[config.mk]
export PLATFORM = sky130hd
export DESIGN_NAME = sts_ctrl
export DESIGN_NICKNAME = d
export VERILOG_FILES = /design/src/design/sts_pkg.sv /design/src/design/sts_ctrl.sv
export SDC_FILE = /design/constraint.sdc
export NUM_CORES = 1
export LEC_CHECK = 0
export BUFFER_PORTS_ARGS = -buffer_cell sky130_fd_sc_hd__buf_4
export CAP_MARGIN = 10
export CORE_UTILIZATION = 35
export DETAILED_ROUTE_END_ITERATION = 12
export PLACE_DENSITY = 0.62
export SETUP_SLACK_MARGIN = 0.5
export SYNTH_ARGS = -nofsm -noshare
export SYNTH_HDL_FRONTEND = slang
export SYNTH_SLANG_ARGS = --single-unit
[constraint.sdc]
create_clock -name clk -period 3.2 [get_ports clk]
set_clock_uncertainty 0.2 [all_clocks]
set_input_delay 0.64 -clock clk [delete_from_list [all_inputs] [get_ports clk]]
set_output_delay 0.64 -clock clk [all_outputs]
set_load 0.01 [all_outputs]
[src/design/sts_pkg.sv]
// Shared types, codes and saturation helpers for the tridiagonal solver.
`timescale 1ns / 1ps
package sts_pkg;

	localparam int WORD_W = 32;
	localparam int IDX_W  = 6;

	typedef struct packed {
		logic signed [WORD_W-1:0] diag_value;
		logic signed [WORD_W-1:0] off_value;
		logic signed [WORD_W-1:0] rhs_value;
		logic                     last_row;
	} row_t;

	typedef struct packed {
		logic [IDX_W-1:0]         row_index;
		logic signed [WORD_W-1:0] solution_value;
		logic                     singular;
		logic                     last_result;
	} sol_t;

	localparam logic [1:0] MS_RATIO = 2'd0;
	localparam logic [1:0] MS_SRHS  = 2'd1;
	localparam logic [1:0] MS_BACK  = 2'd2;

	localparam logic [1:0] SS_DEN  = 2'd0;
	localparam logic [1:0] SS_NUM  = 2'd1;
	localparam logic [1:0] SS_BACK = 2'd2;

	localparam logic DS_RATIO = 1'b0;
	localparam logic DS_SRHS  = 1'b1;

	typedef struct packed {
		logic       load_in;
		logic       first_row;
		logic       mul_go;
		logic [1:0] mul_sel;
		logic       scale_go;
		logic       sub_go;
		logic [1:0] sub_sel;
		logic       div_go;
		logic       div_sel;
		logic       take_ratio;
		logic       take_srhs;
		logic       save_off;
		logic       clear_solve;
		logic       restart;
		logic       rd_go;
		logic       out_load;
		logic       out_last;
	} cmd_t;

	typedef struct packed {
		logic div_done;
		logic div_busy;
		logic out_busy;
	} status_t;

	typedef struct packed {
		logic signed [WORD_W-1:0] value;
		logic                     clip;
	} satw_t;

	function automatic satw_t sub_sat(logic signed [WORD_W-1:0] a,
		logic signed [WORD_W-1:0] b);
		logic signed [WORD_W:0] d;
		satw_t r;
		d = {a[WORD_W-1], a} - {b[WORD_W-1], b};
		r.clip = d[WORD_W] ^ d[WORD_W-1];
		if (!r.clip) begin
			r.value = d[WORD_W-1:0];
		end else if (d[WORD_W]) begin
			r.value = {1'b1, {(WORD_W-1){1'b0}}};
		end else begin
			r.value = {1'b0, {(WORD_W-1){1'b1}}};
		end
		return r;
	endfunction

	function automatic logic [WORD_W-1:0] mag(logic signed [WORD_W-1:0] a);
		return a[WORD_W-1] ? (~a + 1'b1) : a;
	endfunction

endpackage

[src/design/sts_ctrl.sv]
// Controller: sequences the forward sweep, the check pass and the emission pass.
`timescale 1ns / 1ps
module sts_ctrl import sts_pkg::*; #(
	parameter int MAX_ROWS = 64,
	parameter int AW       = 6
) (
	input  logic          clk,
	input  logic          arst_n,
	input  logic          row_valid,
	input  logic          row_last,
	output logic          row_ready,
	input  status_t       st,
	output cmd_t          cmd,
	output logic [AW-1:0] addr
);
	localparam logic [4:0] S_IDLE  = 5'd0;
	localparam logic [4:0] S_MUL1  = 5'd1;
	localparam logic [4:0] S_SCL1  = 5'd2;
	localparam logic [4:0] S_SUB1  = 5'd3;
	localparam logic [4:0] S_MUL2  = 5'd4;
	localparam logic [4:0] S_SCL2  = 5'd5;
	localparam logic [4:0] S_SUB2  = 5'd6;
	localparam logic [4:0] S_DIV1  = 5'd7;
	localparam logic [4:0] S_WAIT1 = 5'd8;
	localparam logic [4:0] S_DIV2  = 5'd9;
	localparam logic [4:0] S_WAIT2 = 5'd10;
	localparam logic [4:0] S_CHECK = 5'd11;
	localparam logic [4:0] S_READ  = 5'd12;
	localparam logic [4:0] S_MUL3  = 5'd13;
	localparam logic [4:0] S_SCL3  = 5'd14;
	localparam logic [4:0] S_SUB3  = 5'd15;
	localparam logic [4:0] S_LOAD  = 5'd16;
	localparam logic [4:0] S_EMIT  = 5'd17;
	localparam logic [4:0] S_DONE  = 5'd18;

	logic [4:0]    state_q, state_d;
	logic [AW-1:0] cnt_q, cnt_d, idx_q, idx_d;
	logic          last_q, last_d, pass_q, pass_d;
	logic          last_eff;

	assign last_eff = row_last | (cnt_q == AW'(MAX_ROWS - 1));

	always_comb begin
		state_d   = state_q;
		cnt_d     = cnt_q;
		idx_d     = idx_q;
		last_d    = last_q;
		pass_d    = pass_q;
		cmd       = '0;
		addr      = cnt_q;
		row_ready = 1'b0;
		case (state_q)
			S_IDLE: begin
				row_ready = 1'b1;
				if (row_valid) begin
					cmd.load_in = 1'b1;
					last_d      = last_eff;
					if (cnt_q == '0) begin
						cmd.first_row = 1'b1;
						state_d       = last_eff ? S_DIV2 : S_DIV1;
					end else begin
						state_d = S_MUL1;
					end
				end
			end
			S_MUL1: begin
				cmd.mul_go  = 1'b1;
				cmd.mul_sel = MS_RATIO;
				state_d     = S_SCL1;
			end
			S_SCL1: begin
				cmd.scale_go = 1'b1;
				state_d      = S_SUB1;
			end
			S_SUB1: begin
				cmd.sub_go  = 1'b1;
				cmd.sub_sel = SS_DEN;
				state_d     = S_MUL2;
			end
			S_MUL2: begin
				cmd.mul_go  = 1'b1;
				cmd.mul_sel = MS_SRHS;
				state_d     = S_SCL2;
			end
			S_SCL2: begin
				cmd.scale_go = 1'b1;
				state_d      = S_SUB2;
			end
			S_SUB2: begin
				cmd.sub_go  = 1'b1;
				cmd.sub_sel = SS_NUM;
				state_d     = last_q ? S_DIV2 : S_DIV1;
			end
			S_DIV1: begin
				cmd.div_go  = 1'b1;
				cmd.div_sel = DS_RATIO;
				state_d     = S_WAIT1;
			end
			S_WAIT1: begin
				if (st.div_done) begin
					cmd.take_ratio = 1'b1;
					state_d        = S_DIV2;
				end
			end
			S_DIV2: begin
				cmd.div_go  = 1'b1;
				cmd.div_sel = DS_SRHS;
				state_d     = S_WAIT2;
			end
			S_WAIT2: begin
				if (st.div_done) begin
					cmd.take_srhs = 1'b1;
					if (!last_q) begin
						cmd.save_off = 1'b1;
						cnt_d        = cnt_q + 1'b1;
						state_d      = S_IDLE;
					end else begin
						idx_d   = cnt_q;
						pass_d  = 1'b0;
						state_d = S_CHECK;
					end
				end
			end
			S_CHECK: begin
				if (idx_q == '0) begin
					cmd.restart = 1'b1;
					pass_d      = 1'b1;
					idx_d       = cnt_q;
					state_d     = S_LOAD;
				end else begin
					state_d = S_READ;
				end
			end
			S_READ: begin
				cmd.rd_go = 1'b1;
				addr      = idx_q - 1'b1;
				state_d   = S_MUL3;
			end
			S_MUL3: begin
				cmd.mul_go  = 1'b1;
				cmd.mul_sel = MS_BACK;
				state_d     = S_SCL3;
			end
			S_SCL3: begin
				cmd.scale_go = 1'b1;
				state_d      = S_SUB3;
			end
			S_SUB3: begin
				cmd.sub_go  = 1'b1;
				cmd.sub_sel = SS_BACK;
				idx_d       = idx_q - 1'b1;
				state_d     = pass_q ? S_LOAD : S_CHECK;
			end
			S_LOAD: begin
				cmd.out_load = 1'b1;
				cmd.out_last = (idx_q == '0);
				addr         = idx_q;
				state_d      = S_EMIT;
			end
			S_EMIT: begin
				if (!st.out_busy) begin
					state_d = (idx_q == '0) ? S_DONE : S_READ;
				end
			end
			S_DONE: begin
				cmd.clear_solve = 1'b1;
				cnt_d           = '0;
				state_d         = S_IDLE;
			end
			default: begin
				state_d = S_IDLE;
			end
		endcase
	end

	always_ff @(posedge clk or negedge arst_n) begin
		if (!arst_n) begin
			state_q <= S_IDLE;
			cnt_q   <= '0;
			idx_q   <= '0;
			last_q  <= 1'b0;
			pass_q  <= 1'b0;
		end else begin
			state_q <= state_d;
			cnt_q   <= cnt_d;
			idx_q   <= idx_d;
			last_q  <= last_d;
			pass_q  <= pass_d;
		end
	end

	a_load_free: assert property (@(posedge clk) disable iff (!arst_n)
		cmd.out_load |-> !st.out_busy)
		else $error("result loaded over an unsent result");
	a_div_idle: assert property (@(posedge clk) disable iff (!arst_n)
		cmd.div_go |-> !st.div_busy)
		else $error("divider started while busy");
	a_read_range: assert property (@(posedge clk) disable iff (!arst_n)
		(state_q == S_READ) |-> (idx_q != '0 && idx_q <= cnt_q))
		else $error("back substitution read outside stored rows");
	a_done_wait: assert property (@(posedge clk) disable iff (!arst_n)
		(state_q == S_WAIT2 && st.div_done && !last_q) |=> (cnt_q != '0))
		else $error("row count not advanced after a stored row");
endmodule

; Word-level counts from Yosys, hierarchy flattened
; Index checks and enable logic that the tools add are counted.
[op_classes]
reduce_logical = 12
n_mux = 42
n_eq_ne = 26
n_addsub = 2
bitwise = 1
[op_table]
columns = cell, n
row1 = case mux 5 bit (18 select lines), 1
row2 = == test 5 x 4 -> 1 bit (second input constant), 8
row3 = two-way mux 5 bit, 7
row4 = two-way mux 6 bit, 5
row5 = case mux 6 bit (2 select lines), 2
row6 = == test 5 x 3 -> 1 bit (second input constant), 4
row7 = case mux 3 bit (3 select lines), 2
row8 = case mux 6 bit (3 select lines), 1
row9 = two-way mux 4 bit, 4
row10 = == test 5 bit (second input constant), 3
row11 = != test 2 bit (second input constant), 7
row12 = two-way mux 1 bit, 13
row13 = logical NOT 6 bit, 2
row14 = AND reduction 4 bit, 3
row15 = == test 5 x 2 -> 1 bit (second input constant), 2
row16 = two-way mux 2 bit, 5
row17 = adder 6 x 1 -> 6 bit (second input constant), 1
row18 = == test 6 bit (second input constant), 1
row19 = subtractor 6 x 1 -> 6 bit (second input constant), 1
row20 = == test 5 x 1 -> 1 bit (second input constant), 1
row21 = logical NOT 5 bit, 1
row22 = case mux 2 bit (2 select lines), 1
row23 = nonzero test 2 bit, 2
row24 = AND reduction 3 bit, 1
row25 = other kinds (5), 5
[word_totals]
reg_bits = 19
out_inout_bits = 26

; Longest topological paths before layout
[depth]
ltp_word = 6
ltp_mapped = 8
ltp_nobuf = 7

; Worst setup path after synthesis
; OpenSTA, ideal clock, no wires.
[synth_path]
path_type = reg2out
startpoint = reg idx_q[0]
endpoint = out cmd[3] in the netlist's numbering
required_ns = 2.360
arrival_time_ns = 1.636
stages_incl_launch_ff = 6
path_slack_ns = 0.724
cell_sequence = dfrtp_1 > inv_1 > ha_1 > or3b_4 > or3_1 > nor2_1
[synth_rtl]
columns = item, line_no
row1 = start: declaration, sts_ctrl.sv:37  ; logic [AW-1:0] cnt_q, cnt_d, idx_q, idx_d;
row2 = start signal: assignment, sts_ctrl.sv:186  ; idx_q <= idx_d;
row3 = end: declaration, sts_ctrl.sv:13  ; output cmd_t cmd,

; Worst setup path after layout
[layout_path]
startpoint = reg idx_q[1]
endpoint = out addr[4]
[layout_between]
elab_chain_cells = 2
[layout_lines]
columns = item, line_no
row1 = subtractor 6 x 1 -> 6 bit, sts_ctrl.sv:136  ; addr = idx_q - 1'b1;
row2 = case mux 6 bit (2 select lines), sts_ctrl.sv:52  ; case (state_q)
row3 = end: declaration, sts_ctrl.sv:14  ; output logic [AW-1:0] addr
; No other way between the ends.

==> impl_metrics.tcl <==
set metrics [dict create \
    drive_above_1_share_pct 29.9 \
    syn_to_final_growth_pct 29.8 \
    ioPinCount 33 \
    switching_share_pct 46.5 \
    diodes 0 \
    postRouteAntennaNets 0 \
    worst_slew_pin_slew_ns 0.465 \
    synth_edf_count 0 \
    ys_seq_area_share_pct 29.4 \
    place.gp.congestion 0.919 \
    ctsHoldBuffers 0 \
    placed_cell_area_um2 1920 \
    vias_per_cell 5.92 \
    wl_um 4590 \
    grt_use_total_pct 19.8 \
    max_slew_margin_pct 68.9 \
    hpwl_um 3300 \
    dr.pass1.iters 4 \
    ys_ff_latch 19 \
    cp_max_fo 4 \
    synthFlopType "dfrtp_1" \
    final_hold_viol_count 0 \
    grt_overflow 0 \
    final_area_um2 2100 \
    path_clk_slew_ns 0.08 \
    route.detailed.drc 0 \
    worst_ep_required_time_ns 2.36 \
    arrival_ns 1.87 \
    rsz0062_at_grt "true" \
    criticalPathCategory "flip-flop to output pin" \
    synth.distinct_cells 49 \
    period_share_pct 84.6 \
    crit_path_top_delay_cell "dfrtp_1" \
    final_nets 265 \
    leakage_nw 0.910 \
    die_area_um2 4900 \
    grt_pass1_vias 1601 \
    initial_core_util_pct 36.7 \
    drv_slew 0 \
    clock_latency_ns 0.26 \
    finalSetupViolCount 0 \
    htreeDepth 1 \
    grt_max_degree 23 \
    power.share.clock_pct 10.8 \
    grt_antenna_before_repair 0 \
    switchingPower_mw 0.739 \
    io_buffers 31 \
    worstPathCellList "inv_2, ha_4, or3b_4, o311ai_0, buf_4" \
    power.density_nw_per_um2 756 \
    synth_area_um2 1620 \
    p_int_mw 0.850 \
    vias 1811 \
    syn_inst 215 \
    design.core.area_um2 4410 \
    die_h_um 70.0 \
    combPwrFrac_pct 58.9 \
    syn_nets 225 \
    period_needed_ns 2.71 \
    fmax_mhz 369 \
    rows 24 \
    cts_tree "built" \
    slowest_delay_ns 0.42 \
    critPathLaunchType "flip-flop" \
    cts_buffers 3 \
    first_iter_violations 162 \
    die_x_um 70.0 \
    avgSynthCellArea_um2 7.53 \
    hp-class "input port to async pin" \
    setup_tns_ns 0 \
    endpoint_kind "output pin" \
    status "completed" \
    ir_drop_v 0.000266 \
    cap_viol_max_count 0 \
    cts_max_path_buffers 2 \
    clkSinkCount 19 \
    wire_per_inst_um 15.0 \
    async_flop_share_pct 100 \
    yosys_warnings 0 \
    grt_pass1_wl_um 7800 \
    root_buffer "clkbuf_8" \
    p_seq_share_pct 30.3 \
]
## cell usage in the layout (no fill, tap or decap), types with 3 or more instances in the layout
cell      count
a311oi_1      4
nor2_2        3
nor3_1        9
inv_2         4
o211ai_1      3
and3_1        3
nand3b_1      3
nor3b_1       4
o21ai_0      14
inv_1         9
nor4_1        4
buf_4        45
a21oi_1      12
nand2_1      19
nand2b_1      6
or3_4         3
a31oi_1       4
nor2b_1       4
nand3_1      12
nor2_1       14
clkbuf_8      3
dfrtp_1      17
o21ai_1       4
## flip-flops by register name (all words and copies together), names as in the netlist
signal   count
state_q      5
idx_q        6
cnt_q        6
last_q       1
pass_q       1
## critical path, delay by kind of cell, from the launching register on
family	cells	cell delay, ns
flops	1	0.42
simple gates	1	0.38
compound gates	1	0.38
buf+inv	2	0.30
fa+ha+maj	1	0.13
## metal layers
layer  vias to the layer above  part of all wire, %  track usage [%]
met5                         -                    0                0
met4                         0                 0.63             3.78
met3                         4                  6.5             3.32
met2                        70                   47             30.4
met1                       854                   46             29.1
li1                        883                    -                -
## Yosys cell counts (all sizes together) (3+ instances only)
master	number	area [um^2]
nor2b	5	31.3
or3	5	32.5
nor3	12	71.3
and3	3	18.8
or2	3	18.8
clkbuf	7	26.3
a31oi	4	25.0
ha	3	37.5
nor3b	4	30.0
nand2b	6	37.5
dfrtp	19	475
nand3	12	60.1
nand3b	3	22.5
o211ai	3	22.5
buf	4	20.0
nor4	4	25.0
nand2	19	71.3
inv	13	48.8
o21ai	20	108
a311oi	4	35.0
a21oi	12	60.1
nor2	18	67.6
## worst paths after layout
check | startpoint | end | slack, ns | cells past startpoint
worst max-delay path | idx_q[1] | addr[4] | 0.49 | 5
worst min-delay path | arst_n | idx_q[2] | 0.05 | 1
worst max register to register | idx_q[1] | idx_q[0] | 0.71 | 8
worst min register to register | cnt_q[1] | cnt_q[1] | 0.38 | 2
max in group asynchronous | arst_n | state_q[3] | 2.52 | 1
min in group clk | cnt_q[1] | cnt_q[1] | 0.38 | 2
## cell families (layout without fill, tap and decap cells)
family / count (synthesis) / count (layout) / share of synthesized area (%)
simple gates: 103 / 103 / 34.9
compound gates: 62 / 62 / 25.6
buf+inv: 25 / 64 / 6.11
flops: 19 / 19 / 29.4
fa+ha+maj: 3 / 3 / 2.32
mux: 2 / 2 / 1.24
xor+xnor: 1 / 1 / 0.541
## through the flow
step	setup WS, ns	power [mW]	instances	hold WS [ns]	util, %
CTS	0.495	1.54	303	0.0551	46.5
global placement	0.566	1.31	293	0.328	43.4
detailed placement	0.571	1.30	293	0.331	43.4
global route	0.425	1.73	306	0.0602	47.6
finish	0.491	1.59	306	0.0484	47.6
floorplan	0.724	1.03	215	0.144	-
## layout make-up
type	instances	area (um^2)
Tap cell	52	65.1
Timing Repair Buffer	46	349
Clock buffer	3	41.3
Clock inverter	1	5.00
Multi-Input combinational cell	171	1110
Fill cell	430	2310
Sequential cell	19	478
Inverter	14	56.3
## power by group through the flow
stage	combinational [mW]	clock, mW	sequential [mW]
floorplan	0.608	0	0.418
global placement	0.823	0	0.484
detailed placement	0.824	0	0.480
CTS	0.897	0.175	0.473
global route	1.05	0.186	0.500
finish	0.936	0.172	0.481
## what timing repair did
item	in CTS	in global routing
setup buffers	6	3
pin swaps	2	1
setup endpoints to repair	7	8
resized for setup	15	9
Note: power is estimated with default switching activity, not from simulation.
